## src/hdl/mps_pkg.sv

```systemverilog
`timescale 1ns / 1ps
`default_nettype none

package mps_pkg;

   // Field widths
   localparam int DATA_W      = 16;
   localparam int ADDR_W      = 32;
   localparam int PAT_W       = 32;
   localparam int CNT_W       = 16;
   localparam int LENREG_W    = 5;
   localparam int PIDX_W      = 4;
   localparam int MODE_W      = 2;
   localparam int KIND_W      = 2;
   localparam int CSR_IDX_W   = 2;
   localparam int CSR_DATA_W  = 32;
   localparam int REQ_TDATA_W = 88;
   localparam int RSP_TDATA_W = 64;

   // Request kinds carried on tuser
   localparam logic [MODE_W-1:0] MODE_LOAD  = 2'd0;
   localparam logic [MODE_W-1:0] MODE_START = 2'd1;
   localparam logic [MODE_W-1:0] MODE_ELEM  = 2'd2;

   // Search kinds
   localparam logic [KIND_W-1:0] KIND_EXACT = 2'd0;
   localparam logic [KIND_W-1:0] KIND_REL8  = 2'd1;
   localparam logic [KIND_W-1:0] KIND_REL16 = 2'd2;

   // Register indexes
   localparam logic [CSR_IDX_W-1:0] REG_KIND   = 2'd0;
   localparam logic [CSR_IDX_W-1:0] REG_LENGTH = 2'd1;
   localparam logic [CSR_IDX_W-1:0] REG_END    = 2'd2;
   localparam logic [CSR_IDX_W-1:0] REG_MAX    = 2'd3;

   // Control shared by every window cell
   typedef struct packed {
      logic shift;
      logic relative;
      logic wide;
   } cell_ctrl_type;

   // Result payload, address in the low bits
   typedef struct packed {
      logic [CNT_W-1:0]  match_number;
      logic [DATA_W-1:0] match_value;
      logic [ADDR_W-1:0] match_address;
   } rsp_type;

endpackage

`default_nettype wire

```

## src/hdl/mps_skid.sv

```systemverilog
`timescale 1ns / 1ps
`default_nettype none

module mps_skid (
   input  wire               clock,
   input  wire               reset,
   input  wire               in_valid,
   input  mps_pkg::rsp_type  in_data,
   output logic              in_ready,
   output logic              out_valid,
   output mps_pkg::rsp_type  out_data,
   input  wire               out_ready
);
   import mps_pkg::*;

   logic    out_valid_ff, out_valid_in;
   logic    skid_valid_ff, skid_valid_in;
   rsp_type out_data_ff, out_data_in;
   rsp_type skid_data_ff, skid_data_in;
   logic    out_free;

   // output register plus one spare entry
   always_comb begin
      out_free      = !out_valid_ff || out_ready;
      out_valid_in  = out_valid_ff;
      skid_valid_in = skid_valid_ff;
      out_data_in   = out_data_ff;
      skid_data_in  = skid_data_ff;
      if (out_free) begin
         if (skid_valid_ff) begin
            out_data_in   = skid_data_ff;
            out_valid_in  = 1'b1;
            skid_valid_in = 1'b0;
         end else begin
            out_valid_in = in_valid;
            if (in_valid) begin
               out_data_in = in_data;
            end
         end
      end else if (in_valid) begin
         skid_valid_in = 1'b1;
         skid_data_in  = in_data;
      end
   end

   always_ff @(posedge clock) begin
      if (reset) begin
         out_valid_ff  <= 1'b0;
         skid_valid_ff <= 1'b0;
      end else begin
         out_valid_ff  <= out_valid_in;
         skid_valid_ff <= skid_valid_in;
      end
      out_data_ff  <= out_data_in;
      skid_data_ff <= skid_data_in;
   end

   assign in_ready  = !skid_valid_ff;
   assign out_valid = out_valid_ff;
   assign out_data  = out_data_ff;

endmodule

`default_nettype wire

```

## config.mk

```make
export PLATFORM = sky130hd
export DESIGN_NAME = mps_skid
export DESIGN_NICKNAME = d
export VERILOG_FILES = /design/src/hdl/mps_pkg.sv /design/src/hdl/mps_skid.sv
export SDC_FILE = /design/constraint.sdc
export NUM_CORES = 1
export LEC_CHECK = 0
export BUFFER_PORTS_ARGS = -buffer_cell sky130_fd_sc_hd__buf_2
export CAP_MARGIN = 30
export CORE_UTILIZATION = 35
export CTS_BUF_LIST = sky130_fd_sc_hd__clkbuf_16
export CTS_CLUSTER_DIAMETER = 120
export DETAILED_ROUTE_END_ITERATION = 7
export GPL_TIMING_DRIVEN = 0
export SLEW_MARGIN = 15
export SYNTH_ARGS = -nofsm -noshare
export SYNTH_HDL_FRONTEND = slang
export SYNTH_SLANG_ARGS = --single-unit
```

## constraint.sdc

```tcl
create_clock -name clock -period 8.8 [get_ports clock]
set_input_delay 0.44 -clock clock [delete_from_list [all_inputs] [get_ports clock]]
set_output_delay 0.44 -clock clock [all_outputs]
set_load 0.01 [all_outputs]
```

# Word level (Yosys, flattened, before mapping)
# Cells that the tools add are included.
# op_classes
n_mux	3
n_reduce_logical	7
bitwise	1
# op_table
op	count
$mux W64	2
$reduce_and A2 Y1	2
$logic_not A1 Y1	2
$reduce_bool A2 Y1	1
$reduce_or A2 Y1	1
$logic_or A1 B1 Y1	1
$mux W1	1
$not A1 Y1	1
# totals
inputBits	68
register_bits	130

# Depth between registers and ports, before layout
# logic_depth
ltp_word	4
ltp_mapped	4
mapped_depth_nobuf	2

# Worst setup path after synthesis
# Ideal clock, no wire load.
# synth_timing
path_kind	flip-flop to flip-flop
start	register skid_valid_ff
end	register out_data_ff, in the netlist out_data[0], enable pin
period_less_slack_ns	4.338
stages_incl_launch_ff	5
path_buffers	2
arrival_ns	3.831
t_required_ns	8.293
path_slack_ns	4.462
cell_sequence	dfxtp_1 buf_6 buf_6 nor2_2 a21oi_1
# synth_via
elab_chain_len	2
# synth_rtl
item	line_no	rtl
start, declared	mps_skid.sv:17	logic skid_valid_ff, skid_valid_in;
start signal, assigned	mps_skid.sv:52	skid_valid_ff <= skid_valid_in;
$reduce_bool A2 Y1 (no line)	-	
$reduce_and A2 Y1 (no line)	-	
end signal, assigned	mps_skid.sv:54	out_data_ff <= out_data_in;
end, declared	mps_skid.sv:18	rsp_type out_data_ff, out_data_in;
# Every way passes these cells.
# A chain may end at the register's enable or synchronous reset.

# Worst setup path in the final report
# layout_timing
start	register skid_valid_ff
end	register out_data_ff, in the netlist out_data[42], enable pin
# The elaborated chain is that of the path after synthesis.

==> results by group <==
Placed design
  • GPL Wtd Cong: 0.676
  • Port Buffer Count: 133
  • Dpl cells: 522
  • Dpl cell area: 5860 um2
  • Pre-CTS WS: 6880 ps
  • Dpl hpwl: 5.69 mm

CTS
  • Post-CTS Setup Bufs: 0
  • Num Clock Sinks: 130
  • Latest clock arrival within the worst-skew pair: 410 ps
  • Reg clk slew, reported paths: 50 ps
  • Clock tree buffer depth: 2
  • TritonCTS Buffers: 17
  • Number of hold buffers added after cts: 0
  • Post-cts repair resize count: 0
  • Root buf cell: clkbuf_16
  • Clock H-tree levels: 4
  • CTS tree: built

Logic synthesis
  • Yosys top cell area share: 79.1%
  • Synth warn: 0
  • Synth area leader: edfxtp_1
  • Syn Area/Cell: 23.3 um2
  • Syn nets: 277
  • Sequential-to-total area share from yosys stat: 79.9%
  • Cells after Synth: 209
  • Post-Syn Area: 4860 um2
  • Synth area leaders: edfxtp_1, mux2_4, mux2_2, buf_6, dfxtp_1
  • Unique masters post-synth: 12
  • Flop and latch count out of synthesis: 130

Floorplan
  • Die Area: 14400 um2
  • Io pins: 134
  • Die X: 120 um
  • Row Count: 42
  • Starting Density: 36.3%
  • Die Y: 120 um
  • Placeable core area: 13400 um2

Run
  • Max Cap Viol: 0

Timing
  • RSZ-0062 raised after global routing: no
  • Peak Freq: 0.531 GHz
  • Final setup viols: 0
  • Tcrit/Tclk final: 21.4%
  • Worst slew margin: 70.2%
  • Setup TNS: 0 ps
  • Hold slack: 208 ps
  • Crit path time final: 1880 ps
  • Final Max Tran Viols: 0
  • Clk_skew: 8.48 ps
  • Final hold violation count: 0
  • PnR worst setup slack: 6920 ps
  • Tightest Pin Transition: 447 ps

Critical path
  • Worst Path Required: 8910 ps
  • Class of the most critical setup path: register to register
  • CP startpoint kind: register
  • Crit-path max FO: 23
  • Worst setup EP type: register
  • Arrival time at the worst endpoint: 1990 ps

Min path
  • Min-Delay Path Class: input pin to register

Power
  • Net Switching: 293 uW
  • Sequential power share: 50.3%
  • Comb pwr share: 7.0%
  • Peak supply drop: 0.000114 V
  • Leak Pwr: 2.47 nW
  • Clock share of power: 42.7%
  • Sw Ratio: 20.4%
  • Internal: 1.14 mW
  • Power per cell area: 225 nW/um2
  • Final Power: 1.43 mW

Route
  • DRC viols: 0
  • Avg WL per Cell: 15.3 um
  • Total Wirelength: 8.47 mm
  • First-pass iteration count of the detailed router: 4
  • Post-route ant nets: 0
  • Vias: 2437
  • Iter 0 DRT Violations: 84
  • Vias/cell: 4.41

Layout
  • Share of layout cells above drive strength 1: 62.3%
  • Sequential cell area: 3880 um2
  • Area occupied by multi-input gates: 918 um2
  • # fillers: 1180
  • Area Growth Syn to Fin: 31.2%
  • Nets: 433
  • Ant diodes: 0
  • Layout Utilization: 47.6%
  • Non-filler cells in the finished layout: 553
  • Final Cell Area: 6370 um2

Global routing
  • First-pass GRT wire length: 13.2 mm
  • Gr ovfl total: 0
  • Largest net degree at the start of global routing: 36
  • Number of global-route vias before repair: 2492
  • Gr usage total: 12.7%
  • Antenna violations before repair: 0

Status
  • Status: completed
[layer usage]
metal | vias up | share of wire [%] | global-route usage [%]
met2 | 90 | 48 | 19.0
met5 | - | 0 | 0
li1 | 1148 | - | -
met1 | 1192 | 44 | 15.2
met3 | 7 | 6.8 | 6.70
met4 | 0 | 1.0 | 5.47
[synth_stat cells, drive strengths merged]
master  number
buf          7
a21oi        2
nor3         1
mux2        64
dfxtp        2
nand2b       1
and3         1
inv          2
nor2         1
edfxtp     128
[power groups by stage]
stage / combinational [mW] / sequential, mW / clock (mW)
finish: 0.100 / 0.721 / 0.612
global route: 0.108 / 0.723 / 0.657
CTS: 0.103 / 0.722 / 0.631
detailed placement: 0.102 / 0.734 / 0
global placement: 0.0920 / 0.738 / 0
floorplan: 0.0358 / 0.748 / 0
[registers in the layout (all words and copies together) (netlist names)]
signal         count
skid_data_ff      64
skid_valid_ff      1
out_valid          1
out_data          64
[final cells by class]
type / count / area share [%]
flip-flops and latches: 130 / 60.9
multi-input cells: 70 / 14.4
repair buffers: 137 / 12.1
clock buffers: 17 / 6.67
well taps: 176 / 3.45
clock inverters: 14 / 1.33
plain buffers: 7 / 1.04
inverters: 2 / 0.118
[final timing paths]
path / endpoint / from / slack [ps] / depth (start not counted)
max: out_data[42] / skid_valid_ff / 6920 / 6
min: skid_valid_ff / reset / 210 / 2
max reg2reg: out_data[42] / skid_valid_ff / 6920 / 6
min reg2reg: out_data[43] / skid_data_ff[43] / 540 / 1
[cells by family after synthesis]
kind of cell | Yosys count | share of synthesized area (%)
flip-flops | 130 | 79.9
buffers and inverters | 9 | 1.52
AND/OR/NAND/NOR | 4 | 0.592
multiplexers | 64 | 17.8
AO/OA/AOI/OAI | 2 | 0.206
[worst max-delay path, stage by stage, from the launching register on]
cell and delay (ps):
dfxtp_1 370, buf_6 190, buf_6 190, nor2_2 90, a21oi_4 330, buf_16 210
buf_16 190
[cell usage in the layout, fill, tap and decap left out]
master	count
clkinv_1	5
mux2_4	38
buf_16	3
nor2_2	1
buf_6	5
mux2_2	26
nor3_2	1
inv_1	5
clkbuf_16	17
edfxtp_1	128
a21oi_1	1
a21oi_4	1
clkinv_2	5
and3_4	1
buf_12	1
nand2b_1	1
buf_2	135
dfxtp_1	2
bufinv_16	1
Note: power is estimated with default switching activity, not from simulation.
