===== src/hdl/mps_pkg.sv =====
`timescale 1ns / 1ps
`default_nettype none

package mps_pkg;

   // Field widths
   localparam int DATA_W      = 16;
   localparam int ADDR_W      = 32;
   localparam int PAT_W       = 32;
   localparam int CNT_W       = 16;
   localparam int LENREG_W    = 5;
   localparam int PIDX_W      = 4;
   localparam int MODE_W      = 2;
   localparam int KIND_W      = 2;
   localparam int CSR_IDX_W   = 2;
   localparam int CSR_DATA_W  = 32;
   localparam int REQ_TDATA_W = 88;
   localparam int RSP_TDATA_W = 64;

   // Request kinds carried on tuser
   localparam logic [MODE_W-1:0] MODE_LOAD  = 2'd0;
   localparam logic [MODE_W-1:0] MODE_START = 2'd1;
   localparam logic [MODE_W-1:0] MODE_ELEM  = 2'd2;

   // Search kinds
   localparam logic [KIND_W-1:0] KIND_EXACT = 2'd0;
   localparam logic [KIND_W-1:0] KIND_REL8  = 2'd1;
   localparam logic [KIND_W-1:0] KIND_REL16 = 2'd2;

   // Register indexes
   localparam logic [CSR_IDX_W-1:0] REG_KIND   = 2'd0;
   localparam logic [CSR_IDX_W-1:0] REG_LENGTH = 2'd1;
   localparam logic [CSR_IDX_W-1:0] REG_END    = 2'd2;
   localparam logic [CSR_IDX_W-1:0] REG_MAX    = 2'd3;

   // Control shared by every window cell
   typedef struct packed {
      logic shift;
      logic relative;
      logic wide;
   } cell_ctrl_type;

   // Result payload, address in the low bits
   typedef struct packed {
      logic [CNT_W-1:0]  match_number;
      logic [DATA_W-1:0] match_value;
      logic [ADDR_W-1:0] match_address;
   } rsp_type;

endpackage

`default_nettype wire


===== src/hdl/mps_cell.sv =====
`timescale 1ns / 1ps
`default_nettype none

module mps_cell (
   input  wire                      clock,
   input  mps_pkg::cell_ctrl_type   ctrl,
   input  wire  [mps_pkg::DATA_W-1:0] din,
   input  wire  [mps_pkg::PAT_W-1:0]  pat_in,
   input  wire  [mps_pkg::PAT_W-1:0]  pat_diff_in,
   output logic [mps_pkg::DATA_W-1:0] value,
   output logic                       hit
);
   import mps_pkg::*;

   logic [DATA_W-1:0] value_ff, value_in;
   logic [PAT_W-1:0]  pat_ff, pat_diff_ff;
   logic [DATA_W-1:0] mask, cur, own;
   logic [PAT_W-1:0]  diff;

   // window slot: takes din (the neighbor's value, or the new element at cell 0) on a shift
   always_comb begin
      value_in = ctrl.shift ? din : value_ff;
   end

   always_ff @(posedge clock) begin
      value_ff    <= value_in;
      pat_ff      <= pat_in;
      pat_diff_ff <= pat_diff_in;
   end

   // match din low byte to pattern, or in relative mode din - value to step
   always_comb begin
      mask = ctrl.wide ? 16'hFFFF : 16'h00FF;
      cur  = din & mask;
      own  = value_ff & mask;
      diff = {16'b0, cur} - {16'b0, own};
      if (ctrl.relative) begin
         hit = (diff == pat_diff_ff);
      end else begin
         hit = (din[7:0] == pat_ff[7:0]);
      end
   end

   assign value = value_ff;

endmodule

`default_nettype wire


===== config.mk =====
export PLATFORM = sky130hd
export DESIGN_NAME = mps_cell
export DESIGN_NICKNAME = d
export VERILOG_FILES = /design/src/hdl/mps_pkg.sv /design/src/hdl/mps_cell.sv
export SDC_FILE = /design/constraint.sdc
export NUM_CORES = 1
export LEC_CHECK = 0
export ABC_AREA = 1
export BUFFER_PORTS_ARGS = -buffer_cell sky130_fd_sc_hd__buf_2
export CELL_PAD_IN_SITES_DETAIL_PLACEMENT = 1
export CELL_PAD_IN_SITES_GLOBAL_PLACEMENT = 1
export CORE_MARGIN = 2
export CORE_UTILIZATION = 32
export CTS_CLUSTER_DIAMETER = 30
export CTS_CLUSTER_SIZE = 16
export DETAILED_ROUTE_END_ITERATION = 10
export GPL_ROUTABILITY_DRIVEN = 0
export PLACE_DENSITY = 0.77
export SYNTH_ARGS = -nofsm -noshare
export SYNTH_HDL_FRONTEND = slang
export SYNTH_SLANG_ARGS = --single-unit

===== constraint.sdc =====
create_clock -name clock -period 3.1 [get_ports clock]
set_input_delay 0.62 -clock clock [delete_from_list [all_inputs] [get_ports clock]]
set_output_delay 0.62 -clock clock [all_outputs]
set_load 0.02 [all_outputs]

Word level (Yosys, flattened, before mapping)
Index checks and enable logic that the tools add are counted.

cells by class
  add/subtract/negate cells = 1
  multiply operators = 0
  divide/modulo/power cells = 0
  $lt $le $gt $ge = 0
  eq/ne operators = 2
  shift operators = 0
  multiplexer cells = 2
  bitwise logic cells = 2
  reductions and logical operators = 0

operators with widths
  kind                          number
  bitwise AND 16 bit            2
  == test 32 bit                1
  subtractor 16 x 16 -> 17 bit  1
  2-to-1 mux 16 bit             1
  == test 8 bit                 1
  2-to-1 mux 1 bit              1

word-level totals
  bits in registers = 56
  latch bits = 0
  RAM bits = 0
  memory bits (read-only) = 0
  bits of input ports = 84
  output and inout bits = 17
  word-level logic and storage cells = 10
  memories = 0

Depth between registers and ports, before layout
Gate-level depths: netlist of run 1.

  depth in word-level cells = 5
  depth in mapped cells = 17
  depth with buffers taken out = 16

Worst setup path before layout of run 1
OpenSTA, ideal clock, no wires.

  kind = input -> output
  from = input ctrl[0] in the netlist's numbering
  to = output hit
  arrival = 2588 ps
  required time = 2480 ps
  setup slack = -108 ps
  stages = 15
  buffers on the path = 2
  path through = clkbuf_1 clkbuf_1 nand2_1 ha_1 nand2_2 inv_2 a21oi_4 inv_2 a21oi_4 nand2_1 nand2_1 nand2_1 nor2_1 nand3_1 o21bai_2

on the way
  cells in the longest elaborated chain, start to end = 5
  elaborated cells on any way between the ends = 6
  those cells by class = add/sub: 1; eq/ne: 1; mux: 2; bitwise: 2

ends and longest elaborated chain
  what                                          line                            RTL
  from (decl)                                   mps_cell.sv:6                   input mps_pkg::cell_ctrl_type ctrl,
  2-to-1 mux 16 bit (*)                         mps_cell.sv:33                  mask = ctrl.wide ? 16'hFFFF : 16'h00FF;
  bitwise AND 16 bit, on equally long branches  mps_cell.sv:34, mps_cell.sv:35
  subtractor 16 x 16 -> 17 bit (*)              mps_cell.sv:36                  diff = {16'b0, cur} - {16'b0, own};
  == test 32 bit (*)                            mps_cell.sv:38                  hit = (diff == pat_diff_ff);
  2-to-1 mux 1 bit (*)                          mps_cell.sv:37                  if (ctrl.relative) begin
  to (decl)                                     mps_cell.sv:11                  output logic hit

Mark *: on every way between the ends. The rest lies on a longest branch, timed or not.

Worst setup path after layout of run 1
  from = register value_ff[0] (netlist: value[0])
  to = output hit

on the way
  cells in the longest elaborated chain, start to end = 4

ends and longest elaborated chain
  what                          line            RTL
  from (decl)                   mps_cell.sv:15  logic [DATA_W-1:0] value_ff, value_in;
  from (signal assigned)        mps_cell.sv:26  value_ff <= value_in;
  bitwise AND 16 bit            mps_cell.sv:35  own = value_ff & mask;
  subtractor 16 x 16 -> 17 bit  mps_cell.sv:36
  == test 32 bit                mps_cell.sv:38
  2-to-1 mux 1 bit              mps_cell.sv:37

No other way between the ends.

==> results of run 1 <==
per-layer routing:
metal | track usage | share of wire | vias to the layer above
li1 | - | - | 1396
met1 | 0.206 | 0.42 | 1287
met2 | 0.347 | 0.53 | 53
met3 | 0.0265 | 0.036 | 7
met4 | 0.0432 | 0.0096 | 0
met5 | 0 | 0 | -
path summary, 6_finish.rpt:
| check | start | end | slack (ns) |
|---|---|---|---|
| worst max-delay path | value[0]$_DFFE_PP_ | hit | -0.11 |
| worst min-delay path | pat_diff_in[11] | pat_diff_ff[11]$_DFF_P_ | 0.39 |
state kept, by name, summed over array words and instances, names as in the netlist:
signal       count
value           16
pat_diff_ff     32
pat_ff           8
stage by stage:
stage	TNS [ns]	util
after floorplan	0	-
after global placement	-0.192	0.400
after detailed placement	-0.276	0.400
after CTS	-0.0925	0.426
after global routing	-0.229	0.429
final	-0.105	0.429
cell families (layout without fill, tap and decap cells):
kind of cell               count (synthesis)  count (layout)  share of synthesized area
and+or+nand+nor                          202             202                      0.301
buffers and inverters                     70             176                     0.0891
DFF                                       56              56                      0.434
xor gates and xnor gates                  19              19                     0.0564
adders and majority gates                 17              17                     0.0746
AOI/OAI and AO/OA                         17              17                     0.0450
where the power goes:
| part | switching [mW] | internal (mW) | total, mW |
|---|---|---|---|
| Combinational | 0.333 | 0.230 | 0.563 |
| Clock | 0.250 | 0.254 | 0.504 |
| Sequential | 0.0242 | 0.799 | 0.823 |
placed cells by master (no fill, tap or decap):
cell	netlist	layout
a21oi_1	7	5
clkinv_1	1	1
nor3_2	0	1
a21boi_2	1	1
nor3b_1	1	1
o21ai_1	0	1
o21bai_4	0	1
xor2_1	7	7
or2_2	1	1
nand3_1	24	21
nand2_1	116	113
nand2_2	11	14
inv_1	63	61
buf_6	0	2
nand4_1	11	11
o21bai_1	2	2
nor2_2	2	5
and2_1	1	1
nor4_1	4	4
nand3_2	1	4
dfxtp_1	40	40
inv_2	4	6
buf_4	0	25
ha_1	16	10
nor2_1	25	22
o21ai_0	2	1
and2_0	2	2
fa_2	0	1
buf_2	0	74
edfxtp_1	16	16
nand3b_1	2	2
xnor2_1	12	12
a21oi_2	2	4
ha_4	0	6
clkbuf_16	0	2
clkbuf_8	0	5
a21oi_4	2	2
timing repair:
action	CTS	global route
gates resized for setup	20	7
pin swaps	7	4
endpoints found under the setup margin	1	1
setup buffers	2	0
area by class of cell:
class	instances	area share
tap	111	0.0355
sequential	56	0.328
inverter	68	0.0653
timing repair buffer	101	0.149
clock buffer	7	0.0304
multi-input combinational	255	0.392
==> flow_summary.ini, run 1 <==
[grt]
grt_pass1_wl_microns = 14200
antenna_found_initial = 0
grt_usage = 0.179
overflow = 0
grt_max_degree = 17
grt_pass1_vias = 3097

[synth]
syn-cell-area_sq_mm = 0.00295
synth-seq-cells = 56
synth_edf_count = 16
synthTopCellsByArea = dfxtp_1 (27%), edfxtp_1 (16%), nand2_1 (15%)
yosysTopAreaCellShare = 0.271
synth_most_common_cell = nand2_1
synthCells = 381
ys.flop_type = dfxtp_1
yosysTopAreaCell = dfxtp_1
ys_async_sr_fraction = 0
seq_area_frac_synth = 0.434
syn-mean-instance-area_sq_um = 7.74
synthDistinctLibCells = 31
synth_common_cells = nand2_1 (116), inv_1 (63), dfxtp_1 (40)
yosys_warnings = 0
syn_nets = 482

[critical_path]
max_stage_delay_ns = 0.45
startpoint_type = register
crit_path_end_kind = output pin
cp_cell_sequence = ha_4, fa_2, inv_2, nand2_1, nand2_2, nand3_2, nand2_2, nand3_2, nand2_2, nand2_1, nand2_1, nand4_1, o21bai_4, buf_6
worstSetupPathDepth = 14
path_buf_inv = 2
required_ns = 2.48
cp.arrival_ns = 2.59
crit_type = reg2out
crit_slowest_cell = edfxtp_1
cp_max_fo = 3
critPathTopFamily = simple AND/OR/NAND/NOR gates

[floorplan]
dieArea_sq_mm = 0.0100
initial_core_util = 0.324
core_area_sq_mm = 0.00911
ios = 101
row_count = 35
die_x_microns = 100
dieHeight_microns = 100

[clocking]
cts.hold.buffers_added = 0
cts_tree = yes
cts.clk_slew.worst_paths_ns = 0.11
ctsRootBufferMaster = clkbuf_8
clkSinkCount = 56
cts_buffers = 5
clock_tree.buffer_depth = 2
htree_levels = 2

[placed_design]
portBuffers = 76
placed_cells = 589
place_ws_ns = -0.276
post_dp_cell_area_sq_mm = 0.00364
post-dp-hpwl_microns = 6680

[flow_run]
cap_violations = 0

[worst_hold_path]
hp-class = in2reg
min_path_cells = 1

[drt]
antenna_left = 0
dr_total_vias = 2743
dr.pass1.iters = 4
wirelength_microns = 8750
drc_errors = 0
post_drt_wl_per_cell_microns = 14.6
vias_per_cell = 4.59
dr.first_iter.drc_count = 77

[layout]
final_layout_size_suffix_gt1_frac = 0.316
diodes = 0
final_nets = 588
fillers = 1144
area_growth_syn_to_layout_pct = 32.5
fin_area_sq_mm = 0.00391
multi_input_area_sq_mm = 0.00153
final_cells = 598
final-seq-area_sq_mm = 0.00128

[timing]
rsz0062_at_grt = true
fmaxAchievable_mhz = 312
slew_headroom = 0.738
tightest_slew_ns = 0.392
final.setup.worst_slack_ns = -0.105
final_max_slew_viol_count = 0
fin_crit_ns = 3.21
finalHoldViolCount = 0
finalSetupViolations = 1
finalCritPeriodShare = 1.03
holdWs_ns = 0.386

[pwr]
p_per_area_mw_per_mm2 = 484
total_power_mw = 1.89
leakage_nw = 2.04
ir_worst_vdd_mv = 0.217

[run_status]
violations = setup timing
outcome = finished, violations left
Note: power is estimated with default switching activity, not from simulation.
==> run 2: changes to the inputs <==
--- a/config.mk
+++ b/config.mk
@@ -5,17 +5,17 @@
 export SDC_FILE = /design/constraint.sdc
 export NUM_CORES = 1
 export LEC_CHECK = 0
-export ABC_AREA = 1
+export ABC_AREA = 0
 export BUFFER_PORTS_ARGS = -buffer_cell sky130_fd_sc_hd__buf_2
 export CELL_PAD_IN_SITES_DETAIL_PLACEMENT = 1
 export CELL_PAD_IN_SITES_GLOBAL_PLACEMENT = 1
 export CORE_MARGIN = 2
-export CORE_UTILIZATION = 32
+export CORE_UTILIZATION = 34
 export CTS_CLUSTER_DIAMETER = 30
 export CTS_CLUSTER_SIZE = 16
 export DETAILED_ROUTE_END_ITERATION = 10
 export GPL_ROUTABILITY_DRIVEN = 0
-export PLACE_DENSITY = 0.77
+export PLACE_DENSITY = 0.78
 export SYNTH_ARGS = -nofsm -noshare
 export SYNTH_HDL_FRONTEND = slang
 export SYNTH_SLANG_ARGS = --single-unit
==> run 2 against run 1 <==
  * The run still ends with setup timing left
  * Via count shrank 6.9%
  * Cell count fell by 16%
  * First-iteration DRC count increased by 53%
  * Non-clock buffer count is 33 higher
  * Combinational power rose by 4.8%
  * Fmax down 17%
  * Synthesized area shrank 5.5%
  * Total power down 3.1%
  * Sequential share of layout area is 0.47 points higher
  * Global-route usage grew 1.1 points
  * Setup slack got worse by 0.67 ns
  * Critical path type is now in2out
  * Critical endpoint unchanged
  * Largest cell class unchanged
==> flow_summary.ini, run 2 <==
[run_status]
violations = setup timing
outcome = finished, violations left

[timing]
rsz0062_at_grt = true
slew_headroom = 0.684
final_max_slew_viol_count = 0
fmaxAchievable_mhz = 258
finalCritPeriodShare = 1.25
tightest_slew_ns = 0.474
finalHoldViolCount = 0
fin_crit_ns = 3.87
finalSetupViolations = 1
final.setup.worst_slack_ns = -0.772

[synth]
ys_async_sr_fraction = 0
syn_nets = 364
yosys_warnings = 0
synthTopCellsByArea = dfxtp_1 (29%), edfxtp_1 (17%), xnor2_1 (7.2%)
syn-cell-area_sq_mm = 0.00279
yosysTopAreaCell = dfxtp_1
synth-seq-cells = 56
seq_area_frac_synth = 0.459
yosysTopAreaCellShare = 0.287
ys.flop_type = dfxtp_1
synthDistinctLibCells = 60
synth_most_common_cell = dfxtp_1
syn-mean-instance-area_sq_um = 10.6
synthCells = 263
synth_common_cells = dfxtp_1 (40), xnor2_1 (23), nand2_1 (19)
synth_edf_count = 16

[critical_path]
path_buf_inv = 2
crit_slowest_cell = or4_4
startpoint_type = input pin
required_ns = 2.48
cp_cell_sequence = buf_2, and2_1, ha_1, a211oi_1, o21bai_2, mux2_4, o31ai_1, or4_4, nor4b_4, nand4_1, o21ai_2, buf_6
crit_path_end_kind = output pin
crit_type = in2out
critPathTopFamily = simple AND/OR/NAND/NOR gates
cp.arrival_ns = 3.25
cp_max_fo = 11
max_stage_delay_ns = 0.51

[drt]
met3WireLength_microns = 424
top_layer = met4
dr.first_iter.drc_count = 118
drt-met1-wl_microns = 3180
vias_per_cell = 5.09
post_drt_wl_per_cell_microns = 16.2
dr_total_vias = 2553
wl_met2_microns = 4340
drc_errors = 0
dr.pass1.iters = 4
wirelength_microns = 8120
antenna_left = 0

[clocking]
cts_tree = yes
ctsRootBufferMaster = clkbuf_8
cts.hold.buffers_added = 0
cts_buffers = 5
htree_levels = 2
clkSinkCount = 56
clock_tree.buffer_depth = 2
cts.clk_slew.worst_paths_ns = 0.11

[floorplan]
core_area_sq_mm = 0.00809
ios = 101
dieHeight_microns = 94.6
dieArea_sq_mm = 0.00894
die_x_microns = 94.6
row_count = 33
initial_core_util = 0.345

[placed_design]
portBuffers = 76
post_dp_cell_area_sq_mm = 0.00371
post-dp-hpwl_microns = 6400
placed_cells = 492

[layout]
final_nets = 497
fillers = 963
fin_area_sq_mm = 0.00385
final_cells = 502
final_layout_size_suffix_gt1_frac = 0.421
layout_commonest_cell = buf_2
area_growth_syn_to_layout_pct = 38.2
diodes = 0
final_cell_mix = buf_2 (74), buf_4 (58), dfxtp_1 (40), xnor2_1 (23), nand2_1 (19)
largest_register = pat_diff_ff
largest_reg_flops = 32

[pwr]
p_per_area_mw_per_mm2 = 475
ir_worst_vdd_mv = 0.221
leakage_nw = 1.73

[worst_hold_path]
min_path_cells = 1
hp-class = in2reg
min_to = pat_diff_ff[12]$_DFF_P_
hp-start = pat_diff_in[12]

[flow_run]
cap_violations = 0

[grt]
overflow = 0
grt_pass1_vias = 2700
antenna_found_initial = 0
grt_usage = 0.190
grt_max_degree = 19
grt_pass1_wl_microns = 13200
run 2: power by group:
group | internal, mW | switching, mW | total (mW) | leakage (nW)
Clock | 0.166 | 0.251 | 0.417 | 0.0462
Sequential | 0.799 | 0.0259 | 0.825 | 0.494
Combinational | 0.292 | 0.298 | 0.590 | 1.19
run 2: kinds of logic (layout without fill, tap and decap cells):
kind of cell    after synthesis  after routing  share of synthesized area
mux                           5              5                     0.0197
fa+ha+maj                    17             17                     0.0790
xor+xnor                     31             31                      0.100
buf+inv                      17            151                     0.0354
compound gates               49             49                      0.124
simple gates                 88             88                      0.182
flops                        56             56                      0.459
run 2: layer usage:
| metal | vias up | track usage |
|---|---|---|
| met1 | 1243 | 0.218 |
| li1 | 1213 | - |
| met3 | 16 | 0.0335 |
| met2 | 81 | 0.359 |
| met4 | 0 | 0.0556 |
| met5 | - | 0 |
run 2: area by class of cell:
| cell class | count | area, sq um | share of cell area |
|---|---|---|---|
| clock buffers | 6 | 72.6 | 0.0188 |
| clock inverters | 2 | 17.5 | 0.00455 |
| inverters | 9 | 41.3 | 0.0107 |
| multi-input cells | 190 | 1470 | 0.382 |
| flip-flops and latches | 56 | 1280 | 0.332 |
| well taps | 105 | 131 | 0.0341 |
| repair buffers | 134 | 837 | 0.217 |
run 2: metrics by stage:
stage                     power (mW)  worst slack (ns)   util  hold WS (ns)  setup TNS, ns
after floorplan                 1.17            -0.503      -         0.648         -0.503
after global placement          1.38            -0.869  0.459         0.723         -0.869
after detailed placement        1.41            -0.912  0.459         0.724         -0.912
after CTS                       1.84            -0.897  0.474         0.392         -0.897
after global routing            1.94            -0.928  0.476         0.384         -0.928
final                           1.83            -0.772  0.476         0.397         -0.772
run 2: worst max path at each step:
stage | startpoint | end | cells after the start | slack (ns)
2_1_floorplan | din[0] | hit | 11 | -0.50
3_3_place_gp | din[0] | hit | 13 | -0.87
3_5_place_dp | din[0] | hit | 13 | -0.91
4_1_cts | value[0]$_DFFE_PP_ | hit | 11 | -0.90
5_1_grt | value[0]$_DFFE_PP_ | hit | 11 | -0.93
6_report | ctrl[0] | hit | 12 | -0.77
run 2: repair_timing:
item | 4_1_cts | 5_1_grt
hold endpoints to repair | 0 | 0
resized for setup | 5 | 2
setup endpoints to repair | 1 | 1
pin swaps | 10 | 8
buffers inserted | 1 | 1
==> run 3: changes to the inputs <==
--- a/config.mk
+++ b/config.mk
@@ -9,6 +9,7 @@
 export BUFFER_PORTS_ARGS = -buffer_cell sky130_fd_sc_hd__buf_2
 export CELL_PAD_IN_SITES_DETAIL_PLACEMENT = 1
 export CELL_PAD_IN_SITES_GLOBAL_PLACEMENT = 1
+export CORE_ASPECT_RATIO = 0.5
 export CORE_MARGIN = 2
 export CORE_UTILIZATION = 34
 export CTS_CLUSTER_DIAMETER = 30
==> constraint.sdc (replaced) <==
create_clock -name clock -period 3.1 [get_ports clock]
set_input_delay 0.775 -clock clock [delete_from_list [all_inputs] [get_ports clock]]
set_output_delay 0.775 -clock clock [all_outputs]
set_load 0.02 [all_outputs]
==> run 3 against run 2 <==
  * The flow still finishes with violations (setup timing)
  * First-iteration DRC count fell by 10%
  * Sequential cell count did not move
  * Core utilization rose by 2.3 points
  * Die area rose by 0.49%
  * Hold slack improved by 0.16 ns
  * Clock-buffer cell count fell by 1
  * Wire length rose by 2.8%
  * Via count fell by 0.98%
  * Fmax fell by 9.6%
  * Sequential power barely moved
  * Critical path type unchanged
  * Highest routed layer unchanged
==> flow_summary.ini, run 3 (synthesis gave the netlist of run 2 again) <==
[run_status]
outcome = finished, violations left
violations = setup timing

[layout]
fillers = 919
largest_register = pat_diff_ff
diodes = 0
final_layout_size_suffix_gt1_frac = 0.434
area_growth_syn_to_layout_pct = 42.7
largest_reg_flops = 32
final_cells = 515
final_nets = 503
final_cell_mix = buf_2 (74), buf_4 (64), dfxtp_1 (40), xnor2_1 (23), nand2_1 (19)
layout_commonest_cell = buf_2

[clocking]
clkSinkCount = 56
htree_levels = 2
cts_buffers = 5
clock_tree.buffer_depth = 2
ctsRootBufferMaster = clkbuf_16
cts_tree = yes
cts.clk_slew.worst_paths_ns = 0.08

[timing]
slew_headroom = 0.711
timing.setup.tns_ns = -1.19
rsz0062_at_grt = true
final.setup.worst_slack_ns = -1.19
final_max_slew_viol_count = 0
fin_crit_ns = 4.29
fmaxAchievable_mhz = 233
finalCritPeriodShare = 1.38
tightest_slew_ns = 0.433
finalHoldViolCount = 0
finalSetupViolations = 1
holdWs_ns = 0.560

[drt]
dr.pass1.iters = 4
vias_per_cell = 4.91
dr.first_iter.drc_count = 106
post_drt_wl_per_cell_microns = 16.2
drc_errors = 0
wirelength_microns = 8350
dr_total_vias = 2528
antenna_left = 0

[grt]
busiest_layer = met2
globalRouteMet2Util = 0.339
met1_usage = 0.210
grt_max_degree = 20
overflow = 0
grt_usage = 0.187
antenna_found_initial = 0
use_met3 = 0.0533
grt_pass1_vias = 2648
grt_pass1_wl_microns = 13000

[pwr]
leakage_nw = 1.78
total_power_mw = 2.03
ir_worst_vdd_mv = 0.249
p_per_area_mw_per_mm2 = 509

[floorplan]
initial_core_util = 0.350
ios = 101
core_area_sq_mm = 0.00797
dieArea_sq_mm = 0.00899
die_x_microns = 132
dieHeight_microns = 68.0
row_count = 23

[flow_run]
cap_violations = 0

[critical_path]
crit_slowest_cell = or4_1
cp_max_fo = 2
startpoint_type = input pin
crit_path_end_kind = output pin
required_ns = 2.32
cp_cell_sequence = buf_8, inv_8, ha_4, fa_1, xor2_1, nand3_2, nor4b_4, o211ai_1, or4_1, nor4b_2, nand4_1, o21ai_2, buf_6
max_stage_delay_ns = 0.55
crit_type = in2out
cp.arrival_ns = 3.51

[placed_design]
placed_cells = 506
post-dp-hpwl_microns = 6570
portBuffers = 76

[worst_hold_path]
hp-class = in2reg
run 3: repair_timing:
| action | in CTS | in global routing |
|---|---|---|
| setup endpoints to repair | 1 | 1 |
| hold buffers | 0 | 0 |
| gates resized for setup | 7 | 3 |
| pin swaps | 9 | 6 |
| setup buffers | 1 | 0 |
| gates cloned | 0 | 0 |
run 3: per-layer routing:
metal | share of wire | vias to the layer above
met5 | 0 | -
met2 | 0.50 | 52
met3 | 0.048 | 20
met1 | 0.43 | 1227
li1 | - | 1229
met4 | 0.023 | 0
run 3: final cells by class:
cell class                 count  area [sq um]  share of cell area
multi-input combinational    190          1490               0.374
clock buffer                   5           125              0.0314
sequential                    56          1280               0.322
clock inverter                 3          26.3             0.00660
inverter                       9          41.3              0.0104
timing repair buffer         140           877               0.220
tap                          112           140              0.0352
run 3: stage by stage:
stage	setup slack, ns	utilization	instance area, sq um
after global routing	-1.24	0.499	3980
after CTS	-1.23	0.496	3950
after detailed placement	-1.33	0.472	3760
after global placement	-1.25	0.472	3760
after floorplan	-0.813	-	2840
final	-1.19	0.499	3980
run 3: final timing paths:
path,end,start,depth (start not counted)
min,pat_diff_ff[9]$_DFF_P_,pat_diff_in[9],1
max,hit,din[0],13
run 3: power by group:
| part | leakage [nW] | total [mW] | internal (mW) | switching (mW) |
|---|---|---|---|---|
| combinational | 1.21 | 0.595 | 0.298 | 0.296 |
| sequential | 0.494 | 0.824 | 0.799 | 0.0254 |
| clock | 0.0762 | 0.608 | 0.308 | 0.299 |
| total | 1.78 | 2.03 | 1.41 | 0.621 |
run 3: critical path: cells and delay by family:
kind / cells / cell delay [ns]
AOI/OAI and AO/OA: 2 / 0.31
and+or+nand+nor: 5 / 1.35
xor gates and xnor gates: 1 / 0.19
adders and majority gates: 2 / 0.64
buffers and inverters: 3 / 0.25
